==> src/rtl/core/cofe_pkg.sv <==
`default_nettype none
package cofe_pkg;

  // Result kinds
  localparam logic [2:0] K_PATH  = 3'd0;
  localparam logic [2:0] K_QUERY = 3'd1;
  localparam logic [2:0] K_SEP   = 3'd2;
  localparam logic [2:0] K_PAY   = 3'd3;
  localparam logic [2:0] K_ERR   = 3'd4;
  localparam logic [2:0] K_END   = 3'd5;

  // Option numbers and extension bases
  localparam logic [16:0] OPT_URI_PATH  = 17'd11;
  localparam logic [16:0] OPT_URI_QUERY = 17'd15;
  localparam logic [16:0] EXT1_BASE     = 17'd13;
  localparam logic [16:0] EXT2_BASE     = 17'd269;
  localparam logic [3:0]  NIB_EXT1      = 4'd13;
  localparam logic [3:0]  NIB_EXT2      = 4'd14;
  localparam logic [3:0]  NIB_SPECIAL   = 4'hF;
  localparam logic [7:0]  SPACE_CHAR    = 8'd32;

  // Option kinds held while a value is read
  localparam logic [1:0] OK_NONE  = 2'd0;
  localparam logic [1:0] OK_PATH  = 2'd1;
  localparam logic [1:0] OK_QUERY = 2'd2;

  // Job queue between parser and result stage
  localparam int JobDepth = 4;
  localparam int JobPtrW  = $clog2(JobDepth);
  localparam int JobCntW  = $clog2(JobDepth + 1);

  // Results caused by one input word
  typedef struct packed {
    logic       has_data;
    logic       has_sep;
    logic       has_end;
    logic [7:0] data_char;
    logic [2:0] data_kind;
  } job_t;

  // Queue status seen by the parser and the result stage
  typedef struct packed {
    logic full;
    logic empty;
  } qstat_t;

endpackage
`default_nettype wire

==> src/rtl/core/coap_option_field_extractor.sv <==
`default_nettype none
// Channel  | Handshake      | Fields                     | Word
// ---------+----------------+----------------------------+---------------------------
// input    | push / full    | in_byte[7:0], last_byte    | one message byte
// result   | pop / empty    | out_char[7:0], kind[2:0],  | one extracted byte,
//          |                | is_last                    | separator, error or end
//
// The parser takes one byte per cycle while the queue is not full and turns it
// into a job of up to three results; jobs wait in a four-entry queue and the
// result stage hands out one result per cycle. Each result of a byte takes its
// own pop, so the sustained rate is one byte per cycle while results average
// at most one. full is high while the job queue is full. Reset is synchronous
// and returns the parser to the header and drops all queued and pending results.
module coap_option_field_extractor (
  input  wire logic       clk,
  input  wire logic       rst,
  input  wire logic       push,
  output logic            full,
  input  wire logic [7:0] in_byte,
  input  wire logic       last_byte,
  output logic            empty,
  input  wire logic       pop,
  output logic [7:0]      out_char,
  output logic [2:0]      kind,
  output logic            is_last
);
  import cofe_pkg::*;

  logic   job_push;
  logic   job_pop;
  job_t   job_in;
  job_t   job_head;
  qstat_t qstat;

  assign full = qstat.full;

  // Parse bytes into jobs
  cofe_front u_front (
    .clk       (clk),
    .rst       (rst),
    .push      (push),
    .in_byte   (in_byte),
    .last_byte (last_byte),
    .qstat     (qstat),
    .job_push  (job_push),
    .job       (job_in)
  );

  // Buffer jobs
  cofe_queue u_queue (
    .clk    (clk),
    .rst    (rst),
    .wr     (job_push),
    .wr_job (job_in),
    .rd     (job_pop),
    .rd_job (job_head),
    .qstat  (qstat)
  );

  // Hand out results
  cofe_back u_back (
    .clk      (clk),
    .rst      (rst),
    .qstat    (qstat),
    .head     (job_head),
    .job_pop  (job_pop),
    .pop      (pop),
    .empty    (empty),
    .out_char (out_char),
    .kind     (kind),
    .is_last  (is_last)
  );

endmodule
`default_nettype wire

==> src/rtl/core/cofe_front.sv <==
`default_nettype none
module cofe_front (
  input  wire logic          clk,
  input  wire logic          rst,
  input  wire logic          push,
  input  wire logic [7:0]    in_byte,
  input  wire logic          last_byte,
  input  wire cofe_pkg::qstat_t qstat,
  output logic               job_push,
  output cofe_pkg::job_t     job
);
  import cofe_pkg::*;

  typedef enum logic [6:0] {
    PH_HEADER   = 7'b0000001,
    PH_TOKEN    = 7'b0000010,
    PH_OPT_HDR  = 7'b0000100,
    PH_DELTA_EX = 7'b0001000,
    PH_LEN_EX   = 7'b0010000,
    PH_VALUE    = 7'b0100000,
    PH_PAYLOAD  = 7'b1000000
  } phase_t;

  phase_t      phase, phase_next;
  logic [1:0]  byte_count, byte_count_next;
  logic [3:0]  token_left, token_left_next;
  logic [16:0] option_number, option_number_next;
  logic [7:0]  ext_acc, ext_acc_next;
  logic [3:0]  pend_len, pend_len_next;
  logic [16:0] value_left, value_left_next;
  logic [1:0]  option_kind, option_kind_next;
  logic        payload_stopped, payload_stopped_next;

  logic        accept;
  logic [3:0]  delta_nib;
  logic [3:0]  len_nib;
  logic        ext_done;
  logic [16:0] ext_val;
  logic [16:0] num_addend;
  logic [16:0] num_sum;
  logic [16:0] vl_dec;
  logic [3:0]  tl_dec;

  // Classify an option number for value extraction
  function automatic logic [1:0] kind_of(input logic [16:0] num);
    logic [1:0] k;
    k = OK_NONE;
    if (num == OPT_URI_PATH) begin
      k = OK_PATH;
    end else if (num == OPT_URI_QUERY) begin
      k = OK_QUERY;
    end
    return k;
  endfunction

  assign accept    = push && !qstat.full;
  assign delta_nib = in_byte[7:4];
  assign len_nib   = in_byte[3:0];

  // Decode an extension word: one byte (+13) or two big-endian bytes (+269)
  always_comb begin
    ext_done = (byte_count != 2'd2);
    if (byte_count == 2'd1) begin
      ext_val = {9'd0, in_byte} + EXT1_BASE;
    end else begin
      ext_val = {1'b0, ext_acc, in_byte} + EXT2_BASE;
    end
  end

  // Advance the running option number
  assign num_addend = (phase == PH_OPT_HDR) ? {13'd0, delta_nib} : ext_val;
  assign num_sum    = option_number + num_addend;
  assign vl_dec     = (value_left != 17'd0) ? value_left - 17'd1 : value_left;
  assign tl_dec     = (token_left != 4'd0) ? token_left - 4'd1 : token_left;

  // Parse one word
  always_comb begin
    phase_next           = phase;
    byte_count_next      = byte_count;
    token_left_next      = token_left;
    option_number_next   = option_number;
    ext_acc_next         = ext_acc;
    pend_len_next        = pend_len;
    value_left_next      = value_left;
    option_kind_next     = option_kind;
    payload_stopped_next = payload_stopped;
    job                  = '0;

    case (phase)
      PH_HEADER: begin
        if (byte_count == 2'd0) begin
          token_left_next = len_nib;
        end
        if (byte_count == 2'd3) begin
          byte_count_next = 2'd0;
          phase_next      = (token_left == 4'd0) ? PH_OPT_HDR : PH_TOKEN;
        end else begin
          byte_count_next = byte_count + 2'd1;
        end
      end
      PH_TOKEN: begin
        token_left_next = tl_dec;
        if (tl_dec == 4'd0) begin
          phase_next = PH_OPT_HDR;
        end
      end
      PH_OPT_HDR: begin
        if (delta_nib == NIB_SPECIAL) begin
          job.has_sep          = 1'b1;
          payload_stopped_next = 1'b0;
          phase_next           = PH_PAYLOAD;
        end else begin
          pend_len_next = len_nib;
          if (len_nib == NIB_SPECIAL) begin
            job.has_data  = 1'b1;
            job.data_char = 8'd0;
            job.data_kind = K_ERR;
          end
          if (delta_nib == NIB_EXT1) begin
            phase_next      = PH_DELTA_EX;
            byte_count_next = 2'd1;
          end else if (delta_nib == NIB_EXT2) begin
            phase_next      = PH_DELTA_EX;
            byte_count_next = 2'd2;
          end else begin
            option_number_next = num_sum;
            if (len_nib == NIB_EXT1) begin
              phase_next      = PH_LEN_EX;
              byte_count_next = 2'd1;
            end else if (len_nib == NIB_EXT2) begin
              phase_next      = PH_LEN_EX;
              byte_count_next = 2'd2;
            end else begin
              value_left_next  = {13'd0, len_nib};
              option_kind_next = kind_of(num_sum);
              phase_next       = (len_nib == 4'd0) ? PH_OPT_HDR : PH_VALUE;
            end
          end
        end
      end
      PH_DELTA_EX: begin
        if (!ext_done) begin
          ext_acc_next    = in_byte;
          byte_count_next = 2'd3;
        end else begin
          option_number_next = num_sum;
          if (pend_len == NIB_EXT1) begin
            phase_next      = PH_LEN_EX;
            byte_count_next = 2'd1;
          end else if (pend_len == NIB_EXT2) begin
            phase_next      = PH_LEN_EX;
            byte_count_next = 2'd2;
          end else begin
            value_left_next  = {13'd0, pend_len};
            option_kind_next = kind_of(num_sum);
            phase_next       = (pend_len == 4'd0) ? PH_OPT_HDR : PH_VALUE;
          end
        end
      end
      PH_LEN_EX: begin
        if (!ext_done) begin
          ext_acc_next    = in_byte;
          byte_count_next = 2'd3;
        end else begin
          value_left_next  = ext_val;
          option_kind_next = kind_of(option_number);
          phase_next       = (ext_val == 17'd0) ? PH_OPT_HDR : PH_VALUE;
        end
      end
      PH_VALUE: begin
        if (option_kind == OK_PATH) begin
          job.has_data  = 1'b1;
          job.data_char = in_byte;
          job.data_kind = K_PATH;
        end else if (option_kind == OK_QUERY) begin
          job.has_data  = 1'b1;
          job.data_char = in_byte;
          job.data_kind = K_QUERY;
        end
        value_left_next = vl_dec;
        if (vl_dec == 17'd0) begin
          job.has_sep = (option_kind == OK_QUERY);
          phase_next  = PH_OPT_HDR;
        end
      end
      PH_PAYLOAD: begin
        if (!payload_stopped) begin
          if (in_byte == 8'd0) begin
            payload_stopped_next = 1'b1;
          end else begin
            job.has_data  = 1'b1;
            job.data_char = in_byte;
            job.data_kind = K_PAY;
          end
        end
      end
      default: begin
        phase_next = PH_HEADER;
      end
    endcase

    // Close the message and return to the header
    if (last_byte) begin
      job.has_end          = 1'b1;
      phase_next           = PH_HEADER;
      byte_count_next      = 2'd0;
      token_left_next      = 4'd0;
      option_number_next   = 17'd0;
      ext_acc_next         = 8'd0;
      pend_len_next        = 4'd0;
      value_left_next      = 17'd0;
      option_kind_next     = OK_NONE;
      payload_stopped_next = 1'b0;
    end
  end

  // Queue only words that cause results
  assign job_push = accept && (job.has_data || job.has_sep || job.has_end);

  // Hold parser state
  always_ff @(posedge clk) begin
    if (rst) begin
      phase           <= PH_HEADER;
      byte_count      <= 2'd0;
      token_left      <= 4'd0;
      option_number   <= 17'd0;
      ext_acc         <= 8'd0;
      pend_len        <= 4'd0;
      value_left      <= 17'd0;
      option_kind     <= OK_NONE;
      payload_stopped <= 1'b0;
    end else if (accept) begin
      phase           <= phase_next;
      byte_count      <= byte_count_next;
      token_left      <= token_left_next;
      option_number   <= option_number_next;
      ext_acc         <= ext_acc_next;
      pend_len        <= pend_len_next;
      value_left      <= value_left_next;
      option_kind     <= option_kind_next;
      payload_stopped <= payload_stopped_next;
    end
  end

endmodule
`default_nettype wire

==> src/rtl/core/cofe_queue.sv <==
`default_nettype none
module cofe_queue (
  input  wire logic             clk,
  input  wire logic             rst,
  input  wire logic             wr,
  input  wire cofe_pkg::job_t   wr_job,
  input  wire logic             rd,
  output cofe_pkg::job_t        rd_job,
  output cofe_pkg::qstat_t      qstat
);
  import cofe_pkg::*;

  job_t               store [JobDepth];
  logic [JobPtrW-1:0] wr_ptr;
  logic [JobPtrW-1:0] rd_ptr;
  logic [JobCntW-1:0] count;
  logic               wr_ok;
  logic               rd_ok;

  assign qstat.full  = (count == JobCntW'(JobDepth));
  assign qstat.empty = (count == '0);
  assign wr_ok       = wr && !qstat.full;
  assign rd_ok       = rd && !qstat.empty;
  assign rd_job      = store[rd_ptr];

  // Write entry
  always_ff @(posedge clk) begin
    if (wr_ok) begin
      store[wr_ptr] <= wr_job;
    end
  end

  // Advance pointers and count
  always_ff @(posedge clk) begin
    if (rst) begin
      wr_ptr <= '0;
      rd_ptr <= '0;
      count  <= '0;
    end else begin
      if (wr_ok) begin
        wr_ptr <= (wr_ptr == JobPtrW'(JobDepth - 1)) ? '0 : wr_ptr + 1'b1;
      end
      if (rd_ok) begin
        rd_ptr <= (rd_ptr == JobPtrW'(JobDepth - 1)) ? '0 : rd_ptr + 1'b1;
      end
      if (wr_ok && !rd_ok) begin
        count <= count + 1'b1;
      end else if (rd_ok && !wr_ok) begin
        count <= count - 1'b1;
      end
    end
  end

  a_count_bound: assert property (@(posedge clk) disable iff (rst)
    count <= JobCntW'(JobDepth))
    else $error("job queue count beyond depth");

  a_write_grows: assert property (@(posedge clk) disable iff (rst)
    (wr_ok && !rd_ok) |=> (count == $past(count) + 1'b1))
    else $error("job queue write lost");

  a_ptr_gap: assert property (@(posedge clk) disable iff (rst)
    (count == '0 || count == JobCntW'(JobDepth)) |-> (wr_ptr == rd_ptr))
    else $error("job queue pointers disagree with count");

endmodule
`default_nettype wire

==> src/rtl/core/cofe_back.sv <==
`default_nettype none
module cofe_back (
  input  wire logic             clk,
  input  wire logic             rst,
  input  wire cofe_pkg::qstat_t qstat,
  input  wire cofe_pkg::job_t   head,
  output logic                  job_pop,
  input  wire logic             pop,
  output logic                  empty,
  output logic [7:0]            out_char,
  output logic [2:0]            kind,
  output logic                  is_last
);
  import cofe_pkg::*;

  // Pending results of the current job: bit 0 data, bit 1 separator, bit 2 end
  logic [2:0] rem, rem_next;
  logic [2:0] rem_after;
  logic [7:0] data_char;
  logic [2:0] data_kind;
  logic       pop_ok;
  logic       load;

  assign empty     = (rem == 3'b000);
  assign pop_ok    = pop && !empty;
  assign rem_after = rem & (rem - 3'd1);
  assign load      = empty || (pop_ok && rem_after == 3'b000);
  assign job_pop   = load && !qstat.empty;

  // Show the oldest pending result
  always_comb begin
    if (rem[0]) begin
      out_char = data_char;
      kind     = data_kind;
      is_last  = 1'b0;
    end else if (rem[1]) begin
      out_char = SPACE_CHAR;
      kind     = K_SEP;
      is_last  = 1'b0;
    end else begin
      out_char = 8'd0;
      kind     = K_END;
      is_last  = 1'b1;
    end
  end

  // Drop the delivered result or take the next job
  always_comb begin
    rem_next = rem;
    if (load) begin
      if (qstat.empty) begin
        rem_next = 3'b000;
      end else begin
        rem_next = {head.has_end, head.has_sep, head.has_data};
      end
    end else if (pop_ok) begin
      rem_next = rem_after;
    end
  end

  always_ff @(posedge clk) begin
    if (rst) begin
      rem <= 3'b000;
    end else begin
      rem <= rem_next;
    end
  end

  // Hold the data result of the current job
  always_ff @(posedge clk) begin
    if (job_pop) begin
      data_char <= head.data_char;
      data_kind <= head.data_kind;
    end
  end

  a_end_is_last: assert property (@(posedge clk) disable iff (rst)
    (!empty && kind == K_END) |-> is_last)
    else $error("end result without last flag");

  a_stall_holds: assert property (@(posedge clk) disable iff (rst)
    (!empty && !pop) |=> (!empty && $stable(kind) && $stable(out_char)))
    else $error("stalled result changed");

  a_no_empty_job: assert property (@(posedge clk) disable iff (rst)
    job_pop |=> !empty)
    else $error("queued job carried no result");

endmodule
`default_nettype wire
==> config.mk <==
export PLATFORM = sky130hd
export DESIGN_NAME = coap_option_field_extractor
export DESIGN_NICKNAME = d
export VERILOG_FILES = /design/src/rtl/core/cofe_pkg.sv /design/src/rtl/core/coap_option_field_extractor.sv /design/src/rtl/core/cofe_front.sv /design/src/rtl/core/cofe_queue.sv /design/src/rtl/core/cofe_back.sv
export SDC_FILE = /design/constraint.sdc
export NUM_CORES = 1
export LEC_CHECK = 0
export ABC_AREA = 1
export BUFFER_PORTS_ARGS = -buffer_cell sky130_fd_sc_hd__buf_2
export CORE_MARGIN = 2
export CORE_UTILIZATION = 50
export DETAILED_ROUTE_END_ITERATION = 8
export GPL_TIMING_DRIVEN = 0
export PLACE_DENSITY = 0.73
export SYNTH_ARGS = -nofsm -noshare
export SYNTH_HDL_FRONTEND = slang
export SYNTH_SLANG_ARGS = --single-unit
==> constraint.sdc <==
create_clock -name clk -period 4.28 [get_ports clk]
set_clock_uncertainty 0.15 [all_clocks]
set_input_delay 0.856 -clock clk [delete_from_list [all_inputs] [get_ports clk]]
set_output_delay 0.856 -clock clk [all_outputs]
set_load 0.03 [all_outputs]
==> results.json, run 1 <==
{
  "outcome": "complete, no violations",
  "port_buffers": 25,
  "synthArstFlopShare": 0,
  "crit_family": "simple AND/OR/NAND/NOR gates",
  "antenna_found_initial": 0,
  "drt_wl_total_um": 22800,
  "post_drt_wl_per_cell_um": 15.7,
  "cts_resized": 0,
  "hold_slack_ns": 0.321,
  "hpwl_um": 17000,
  "netlist_instances": 1169,
  "cts.sinks": 141,
  "drive_gt1_frac": 0.0987,
  "cp-start-kind": "register",
  "gp_congestion": 0.951,
  "cp.depth": 22,
  "finalSetupTns_ns": 0,
  "p_leak_nw": 4.09,
  "ys_ff_latch": 141,
  "tritoncts": "yes",
  "worstHoldPathType": "reg2reg",
  "num_io_pins": 27,
  "area_delta_synth_final_pct": 11.5,
  "setup_viol": 0,
  "path_cells": "inv_1, nand3_1, inv_2, nand3_4, clkbuf_1, o21ai_0, ha_1, inv_1, fa_1, o21ai_1, nand2_1, nand2_1, nand3_1, nand2_1, nand2_1, nand2_1, nand2_1, nor2_1, nand3_1, nand2_1, nand2_1, a21oi_1",
  "die_w_um": 136,
  "r2r_end": "u_front.option_kind[0]",
  "fin_cells": 1451,
  "synth_edf_count": 67,
  "dp.cells": 1419,
  "ant_nets": 0,
  "drt-initial-drc-count": 659,
  "synthDistinctLibCells": 57,
  "critPathArrivalTime_ns": 4.17,
  "power.density_cell_area_mw_per_mm2": 497,
  "die_h_um": 136,
  "required_ns": 4.48,
  "ir_drop_mv": 0.367,
  "die_area_mm2": 0.0184,
  "cp_slowest_stage_delay_ns": 0.43,
  "drc": 0,
  "cts_setup_buffers": 0,
  "via_count": 8013,
  "track_usage": 0.256,
  "core.rowCount": 48,
  "min_period_over_period": 0.927,
  "slew_headroom": 0.137,
  "power.switching_mw": 1.91,
  "overflow": 0,
  "pwr-share-clk": 0.299,
  "critical_path_class": "reg2reg",
  "clk_pin_slew_ns": 0.07,
  "hold_path_depth": 2,
  "htreeDepth": 4,
  "rsz0062_at_grt": "false",
  "slew_violations": 0,
  "cts_buffers": 17,
  "dr.pass1.iters": 6,
  "p_sw_frac": 0.398,
  "syn-cell-area_mm2": 0.00865,
  "cts_root_buf": "clkbuf_16",
  "grt_first_pass_wirelength_um": 36500,
  "max_freq_mhz": 252,
  "cap_violations": 0,
  "path_common_cell": "nand2_1",
  "clock_latency_ns": 0.43,
  "synthFlopType": "dfxtp_1",
  "grt_pass1_vias": 7305,
  "syn_area_per_cell_um2": 7.40,
  "postCtsHoldBufs": 0,
  "slowest_stage": "fa_1",
  "cp_num_buf_inv": 4,
  "nets": 1263,
  "hold_start": "u_front.token_left[0]",
  "antenna_cells": 0,
  "hold_end": "u_front.token_left[0]",
  "tightest_slew_ns": 1.29,
  "reg2reg_depth": 22,
  "reg2reg_from": "u_front.phase[5]",
  "seqPwrFrac": 0.361,
  "initial_utilization": 0.506,
  "end_kind": "register",
  "clk_path_buf_depth": 2,
  "intPower_mw": 2.88,
  "worst-r2r-setup-slack_ns": 0.31,
  "syn-num-nets": 1219,
  "p_total_mw": 4.79,
  "hold_viol_final": 0,
  "grt_max_degree": 17,
  "fillers": 1635,
  "fin_crit_ns": 3.97,
  "p_comb_frac": 0.341,
  "ys_seq_area_frac": 0.404,
  "yosys_warnings": 0,
  "core_mm2": 0.0171,
  "vias_per_cell": 5.52,
  "crit_fanout": 10
}
worst max-delay path by stage:
stage                           from                endpoint  slack, ns
finish              u_front.phase[5]  u_front.option_kind[0]       0.31
CTS                 u_front.phase[5]     u_queue.store[3][0]       0.16
global route        u_front.phase[5]  u_front.option_kind[1]       0.03
detailed placement        in_byte[6]    u_queue.store[3][11]      -0.15
global placement          in_byte[4]    u_queue.store[3][11]      -0.08
floorplan                 in_byte[2]  u_front.option_kind[1]       0.65
worst register-to-register path: stages, from the launching register on:
cell	delay, ns
dfxtp_1	0.34
inv_1	0.15
nand3_1	0.12
inv_2	0.13
nand3_4	0.14
clkbuf_1	0.27
o21ai_0	0.37
ha_1	0.23
inv_1	0.06
fa_1	0.43
o21ai_1	0.29
nand2_1	0.12
nand2_1	0.13
nand3_1	0.12
nand2_1	0.08
nand2_1	0.06
nand2_1	0.06
nand2_1	0.04
nor2_1	0.22
nand3_1	0.12
nand2_1	0.07
nand2_1	0.07
a21oi_1	0.12
registers in the layout, summed over array words and instances, names as in the netlist, named ones only:
| register | count |
|---|---|
| u_back.rem | 3 |
| u_front.ext_acc | 8 |
| u_front.phase | 7 |
| u_queue.rd_ptr | 2 |
| u_front.token_left | 4 |
| u_front.option_kind | 2 |
| u_front.pend_len | 4 |
| u_back.data_char | 8 |
| u_queue.wr_ptr | 2 |
| u_queue.count | 3 |
| u_front.payload_stopped | 1 |
| u_queue.store | 56 |
| u_front.value_left | 17 |
| u_front.option_number | 17 |
| u_back.data_kind | 3 |
| u_front.byte_count | 2 |
cells by family (layout without fill, tap and decap cells):
family                   count (synthesis)  in the layout  synth area share
XOR/XNOR                                14             14            0.0142
flip-flops                             141            141             0.404
AO/OA/AOI/OAI                          233            233             0.153
adder cells (fa/ha/maj)                 37             37            0.0552
AND/OR/NAND/NOR                        582            582             0.298
buffers and inverters                  162            219            0.0756
cells in the mapped netlist (all sizes together) (3+ instances only):
| library cell | n | area [um2] |
|---|---|---|
| or2 | 3 | 18.8 |
| xor2 | 8 | 70.1 |
| nand2 | 292 | 1150 |
| xnor2 | 6 | 52.6 |
| a211oi | 5 | 37.5 |
| o2111ai | 4 | 35.0 |
| nand4 | 11 | 75.1 |
| a21oi | 92 | 498 |
| o21ai | 93 | 477 |
| nand3b | 10 | 75.1 |
| o211ai | 6 | 45.0 |
| nor2 | 164 | 651 |
| nand3 | 78 | 413 |
| edfxtp | 67 | 2010 |
| o22ai | 18 | 113 |
| buf | 8 | 68.8 |
| nor4 | 8 | 95.1 |
| inv | 130 | 495 |
| ha | 35 | 438 |
| dfxtp | 74 | 1480 |
| clkbuf | 23 | 86.3 |
| nor3 | 11 | 66.3 |
cell usage in the layout (no fill, tap or decap), types with 8 or more instances in the layout:
| cell type | Yosys | layout |
|---|---|---|
| dfxtp_1 | 74 | 74 |
| clkbuf_1 | 23 | 23 |
| nand4_1 | 10 | 10 |
| nand3b_1 | 10 | 10 |
| edfxtp_1 | 67 | 67 |
| nor2_2 | 5 | 8 |
| a21oi_1 | 82 | 82 |
| ha_1 | 35 | 35 |
| nand2_1 | 278 | 278 |
| clkbuf_16 | 0 | 17 |
| nor3_1 | 10 | 9 |
| inv_1 | 123 | 123 |
| o21ai_0 | 89 | 87 |
| nand2_2 | 10 | 10 |
| o22ai_1 | 18 | 18 |
| nor2_1 | 156 | 153 |
| buf_2 | 3 | 28 |
| a21oi_2 | 10 | 10 |
| xor2_1 | 8 | 8 |
| nand3_1 | 75 | 74 |
metal layers:
layer,track usage,vias to the layer above,wire (um)
met3,0.0453,56,1410
met4,0.0920,0,569
met2,0.429,307,10800
met1,0.333,3639,10000
li1,-,4011,-
met5,0,-,0
stage by stage:
step                      area, um2  worst slack [ns]  utilization
after CTS                      9630             0.164        0.563
after global placement         9060           -0.0771        0.529
after global routing           9650            0.0287        0.564
final                          9650             0.311        0.564
after floorplan                8650             0.654            -
after detailed placement       9060            -0.154        0.529
cell type report:
class	count	area (um2)	share of cell area
sequential	141	3490	0.362
multi-input combinational	866	4520	0.469
tap	225	282	0.0292
timing repair buffer	25	125	0.0130
clock buffer	17	425	0.0441
buffer	31	155	0.0161
inverter	131	499	0.0518
clock inverter	15	144	0.0149
power groups by stage:
stage          Combinational, mW  Clock [mW]  Sequential (mW)
3_5_place_dp                1.61           0             1.76
5_1_grt                     1.83        1.50             1.75
4_1_cts                     1.62        1.44             1.73
2_1_floorplan               1.20           0             1.73
6_report                    1.63        1.43             1.73
3_3_place_gp                1.59           0             1.75
(Power assumes the default switching activity.)
==> inputs of run 2 (changes only) <==
--- a/config.mk
+++ b/config.mk
@@ -7,10 +7,10 @@
 export LEC_CHECK = 0
 export ABC_AREA = 1
 export BUFFER_PORTS_ARGS = -buffer_cell sky130_fd_sc_hd__buf_2
-export CORE_MARGIN = 2
 export CORE_UTILIZATION = 50
 export DETAILED_ROUTE_END_ITERATION = 8
 export GPL_TIMING_DRIVEN = 0
+export MAX_ROUTING_LAYER = met4
 export PLACE_DENSITY = 0.73
 export SYNTH_ARGS = -nofsm -noshare
 export SYNTH_HDL_FRONTEND = slang
==> run 2 against run 1 <==
Final cell count fell by 0.34%; highest routed layer unchanged; clock-buffer cell count did not move; sequential power barely moved; routed wire length fell by 1.5%; largest cell class unchanged; combinational power barely moved; total power rose by 0.73%; largest power group unchanged; register-to-register slack improved by 0.04 ns; fmax rose by 1.1%.
==> results.json, run 2 (synthesis results as in run 1) <==
{
  "crit_family": "simple AND/OR/NAND/NOR gates",
  "hold_start": "u_front.token_left[0]",
  "p_leak_nw": 4.11,
  "worstHoldPathType": "reg2reg",
  "reg_top3": "u_queue.store x56, u_front.option_number x17, u_front.value_left x17",
  "hold_viol_final": 0,
  "p_comb_frac": 0.334,
  "clk_pin_slew_ns": 0.07,
  "core_mm2": 0.0168,
  "final_area_mm2": 0.00966,
  "largest-register": "u_queue.store",
  "p_total_mw": 4.82,
  "outcome": "complete, no violations",
  "clock_latency_ns": 0.45,
  "intPower_mw": 2.90,
  "grt_max_degree": 19,
  "slew_violations": 0,
  "grt_first_pass_wirelength_um": 36000,
  "grt.busiest_layer": "met2",
  "track_usage": 0.270,
  "drt-initial-drc-count": 773,
  "end_kind": "register",
  "die_w_um": 134,
  "clk_path_buf_depth": 2,
  "antenna_cells": 0,
  "grtUsageMet2": 0.421,
  "finalSetupTns_ns": 0,
  "htreeDepth": 4,
  "largest_reg_flops": 56,
  "tritoncts": "yes",
  "final_common_cell": "nand2_1",
  "grt_pass1_vias": 7214,
  "overflow": 0,
  "fillers": 1525,
  "slew_headroom": 0.0976,
  "met1_usage": 0.346,
  "cp_num_buf_inv": 2,
  "port_buffers": 25,
  "reg2reg_from": "u_front.value_left[0]",
  "drive_gt1_frac": 0.0962,
  "slowest_stage": "nor2_1",
  "nets": 1263,
  "setup_viol": 0,
  "critPathArrivalTime_ns": 3.83,
  "power.switching_mw": 1.92,
  "pwr-share-clk": 0.309,
  "cts_resized": 0,
  "utilization": 0.576,
  "cts_setup_buffers": 0,
  "seqPwrFrac": 0.357,
  "path_cells": "inv_1, ha_1, inv_1, nor2_1, nand2_1, nor2_1, nand2_1, o21ai_0, nand2_1, nor2_1, nand4_1, nand3_1, nand2_1, nor2_1",
  "rsz0062_at_grt": "false",
  "antenna_found_initial": 0,
  "met3_usage": 0.0483,
  "cap_violations": 0,
  "drt_wl_total_um": 22400,
  "placedInstanceArea_mm2": 0.00905,
  "ir_drop_mv": 0.404,
  "hpwl_um": 16900,
  "power.density_cell_area_mw_per_mm2": 499,
  "min_period_over_period": 0.917,
  "vias_per_cell": 5.47,
  "dr.pass1.iters": 6,
  "die_h_um": 134,
  "initial_utilization": 0.516,
  "fin_crit_ns": 3.92,
  "post_drt_wl_per_cell_um": 15.5,
  "via_count": 7910,
  "num_io_pins": 27,
  "postCtsHoldBufs": 0,
  "ant_nets": 0,
  "max_freq_mhz": 255,
  "die_area_mm2": 0.0178,
  "layout_common_cells": "nand2_1 (278), nor2_1 (156), inv_1 (123), o21ai_0 (88), a21oi_1 (82)",
  "tightest_slew_ns": 1.35,
  "cts_buffers": 17,
  "cp-start-kind": "register",
  "worst-r2r-setup-slack_ns": 0.36,
  "startpoint": "u_front.value_left[0]",
  "cp_slowest_stage_delay_ns": 1.06,
  "required_ns": 4.18,
  "cts_root_buf": "clkbuf_16",
  "core.rowCount": 47,
  "critical_path_class": "reg2reg",
  "gp_congestion": 0.981,
  "area_delta_synth_final_pct": 11.7,
  "drc": 0,
  "p_sw_frac": 0.399,
  "cts.sinks": 141,
  "crit_fanout": 14
}
-- run 2: worst reg2reg max path, delay by kind of cell (launching register included) --
family	cells	cell delay, ns
adder cells (fa/ha/maj)	1	0.18
buffers and inverters	2	0.17
flip-flops	1	0.33
AND/OR/NAND/NOR	10	2.28
AO/OA/AOI/OAI	1	0.42
-- run 2: power groups by stage --
stage,logic [mW],registers (mW),clock network [mW]
after CTS,1.61,1.72,1.51
after floorplan,1.20,1.73,0
after detailed placement,1.59,1.75,0
after global routing,1.81,1.74,1.56
final,1.61,1.72,1.49
after global placement,1.57,1.74,0
-- run 2: area by class of cell --
class | instances | area [um2] | area share
plain buffers | 31 | 155 | 0.0161
clock buffers | 17 | 425 | 0.0440
clock inverters | 15 | 179 | 0.0185
inverters | 131 | 499 | 0.0517
multi-input cells | 866 | 4510 | 0.467
flip-flops and latches | 141 | 3490 | 0.362
well taps | 220 | 275 | 0.0285
repair buffers | 25 | 125 | 0.0130
-- run 2: stage by stage --
stage	worst slack, ns	instances	hold slack, ns
after CTS	0.183	1446	0.323
after global routing	0.00288	1446	0.332
after detailed placement	-0.0258	1414	0.312
after floorplan	0.654	1169	0.295
final	0.356	1446	0.326
after global placement	0.0391	1414	0.308
-- run 2: final timing paths --
| check | endpoint | cells past startpoint |
|---|---|---|
| max | u_queue.store[0][2] | 14 |
| min | u_front.token_left[0] | 2 |
| max reg2reg | u_queue.store[0][2] | 14 |
| min reg2reg | u_front.token_left[0] | 2 |
-- run 2: layer usage --
metal	vias up	share of wire
li1	4020	-
met1	3559	0.45
met4	0	0.029
met2	279	0.45
met5	-	0
met3	52	0.066
==> inputs of run 3 (changes only) <==
--- a/config.mk
+++ b/config.mk
@@ -5,7 +5,7 @@
 export SDC_FILE = /design/constraint.sdc
 export NUM_CORES = 1
 export LEC_CHECK = 0
-export ABC_AREA = 1
+export ABC_AREA = 0
 export BUFFER_PORTS_ARGS = -buffer_cell sky130_fd_sc_hd__buf_2
 export CORE_UTILIZATION = 50
 export DETAILED_ROUTE_END_ITERATION = 8
==> run 3 against run 2 <==
Clock power hardly changed; routed wire length up 0.56%; flip-flop and latch count unchanged; total power down 15%; clock-buffer cell count is 4 higher; critical path depth grew 1; hold slack improved by 0.0016 ns; largest power group unchanged; synthesized cell count shrank 24%; combinational power shrank 40%; sequential share of layout area is 0.19 points higher.
==> results.json, run 3 <==
{
  "htreeDepth": 4,
  "cts_root_buf": "clkbuf_16",
  "synthFlopType": "dfxtp_1",
  "clk_path_buf_depth": 2,
  "grt_max_degree": 17,
  "cts.sinks": 141,
  "area_delta_synth_final_pct": 14.0,
  "die_h_um": 132,
  "fin_ws_ns": 0.0552,
  "core_mm2": 0.0165,
  "tightest_slew_ns": 1.05,
  "die_area_mm2": 0.0174,
  "synthDistinctLibCells": 90,
  "num_io_pins": 27,
  "core.rowCount": 47,
  "p_total_mw": 4.12,
  "cts_buffers": 17,
  "syn-cell-area_mm2": 0.00843,
  "synthArstFlopShare": 0,
  "drt-initial-drc-count": 851,
  "ys_ff_latch": 141,
  "overflow": 0,
  "ys_seq_area_frac": 0.414,
  "synth_top_area_cell": "edfxtp_1",
  "hold_viol_final": 0,
  "slew_headroom": 0.294,
  "clk_pin_slew_ns": 0.07,
  "via_count": 7253,
  "syn-num-nets": 944,
  "track_usage": 0.277,
  "dr.pass1.iters": 5,
  "nets": 994,
  "gp_congestion": 0.993,
  "vias_per_cell": 6.16,
  "largest_reg_flops": 56,
  "syn_area_per_cell_um2": 9.43,
  "ant_nets": 0,
  "synth_top_area_frac": 0.239,
  "port_buffers": 25,
  "pre_cts_slack_ns": -0.710,
  "tritoncts": "yes",
  "yosys.cell_count.top_type": "nor2_1",
  "dp.cells": 1139,
  "min_period_over_period": 0.987,
  "synth_area_leaders": "edfxtp_1 (24%), dfxtp_1 (18%), ha_1 (5.2%)",
  "cp-start-kind": "input port",
  "reg_top3": "u_queue.store x56, u_front.option_number x17, u_front.value_left x17",
  "drive_gt1_frac": 0.150,
  "die_w_um": 132,
  "critPathArrivalTime_ns": 4.44,
  "critical_path_class": "in2reg",
  "setup_viol": 0,
  "hold_slack_ns": 0.328,
  "antenna_cells": 0,
  "drt_wl_total_um": 22600,
  "grt_first_pass_wirelength_um": 36700,
  "fin_cells": 1177,
  "max_freq_mhz": 237,
  "p_leak_nw": 3.63,
  "largest-register": "u_queue.store",
  "worstHoldPathType": "reg2reg",
  "layout_common_cells": "nor2_1 (105), dfxtp_1 (74), nand2_1 (68), edfxtp_1 (67), a21oi_1 (57)",
  "post_drt_wl_per_cell_um": 19.2,
  "postCtsHoldBufs": 0,
  "synth_edf_count": 67,
  "fin_crit_ns": 4.22,
  "yosys_warnings": 0,
  "synth_commonest_cells": "nor2_1 (105), dfxtp_1 (74), nand2_1 (68)",
  "hpwl_um": 16500,
  "slew_violations": 0,
  "grt_pass1_vias": 6926,
  "required_ns": 4.50,
  "power.density_cell_area_mw_per_mm2": 429,
  "initial_utilization": 0.510,
  "clock_latency_ns": 0.43,
  "utilization": 0.582,
  "antenna_found_initial": 0,
  "final_common_cell": "nor2_1",
  "drc": 0,
  "netlist_instances": 894,
  "ir_drop_mv": 0.332,
  "outcome": "complete, no violations",
  "end_kind": "register",
  "crit_fanout": 9,
  "cap_violations": 0
}
-- run 3: changes by cell type after synthesis, sizes merged, moves of 32 or more --
cell   previous run  this run
inv             130        29
nor2            164       105
nor3             11        43
nand2           292        68
nand3            78        15
o21ai            93        43
-- run 3: cells by family after synthesis --
kind of cell / share of synthesized area
DFF: 0.414
muxes: 0.0481
AOI/OAI and AO/OA: 0.180
adders and majority gates: 0.0567
buffers and inverters: 0.0439
and+or+nand+nor: 0.214
xor gates and xnor gates: 0.0426
-- run 3: metal layers --
| layer | GRT usage | wire [um] |
|---|---|---|
| met1 | 0.358 | 9510 |
| met5 | - | 0 |
| met2 | 0.437 | 10700 |
| met4 | 0.0885 | 497 |
| met3 | 0.0542 | 1890 |
-- run 3: report_power, final --
group | total [mW] | internal [mW] | switching, mW
combinational | 0.965 | 0.364 | 0.601
sequential | 1.63 | 1.57 | 0.0685
clock | 1.52 | 0.941 | 0.582
total | 4.12 | 2.87 | 1.25
-- run 3: worst paths after layout --
check | from | to | slack (ns) | depth (start not counted)
max | in_byte[1] | u_front.option_kind[1] | 0.06 | 15
min | u_front.option_number[3] | u_front.option_number[3] | 0.33 | 2
max reg2reg | u_front.phase[6] | u_front.option_kind[1] | 0.22 | 15
min reg2reg | u_front.option_number[3] | u_front.option_number[3] | 0.33 | 2
-- run 3: timing repair --
item,in CTS,in global routing
gates cloned,0,0
endpoints found under the setup margin,3,5
buffers inserted,2,5
resized for setup,8,22
endpoints found under the hold margin,0,0
pin swaps,2,5
-- run 3: worst max-delay path: stages --
cell and delay, ns:
buf_2 0.19, ha_1 0.25, or3_4 0.37, and2_1 0.24, xnor2_2 0.17, nor2_1 0.18, ha_1 0.26, buf_4 0.16
a21o_2 0.23, a2111o_1 0.35, a41oi_2 0.25, o21ai_2 0.08, xor2_1 0.19, or4_4 0.55, o21ai_2 0.11
-- run 3: final cells by class --
| cell class | count | area (um2) |
|---|---|---|
| buffer | 52 | 270 |
| inverter | 29 | 109 |
| clock inverter | 11 | 158 |
| clock buffer | 21 | 450 |
| multi-input combinational | 671 | 4680 |
| tap | 220 | 275 |
| fill | 1420 | 6910 |
| timing repair buffer | 32 | 178 |
| sequential | 141 | 3490 |
-- run 3: through the flow --
| stage | cell area [um2] | TNS [ns] |
|---|---|---|
| final | 9610 | 0 |
| after global routing | 9610 | -0.0832 |
| after CTS | 9500 | 0 |
| after detailed placement | 8830 | -3.27 |
| after global placement | 8830 | -2.88 |
| after floorplan | 8430 | 0 |
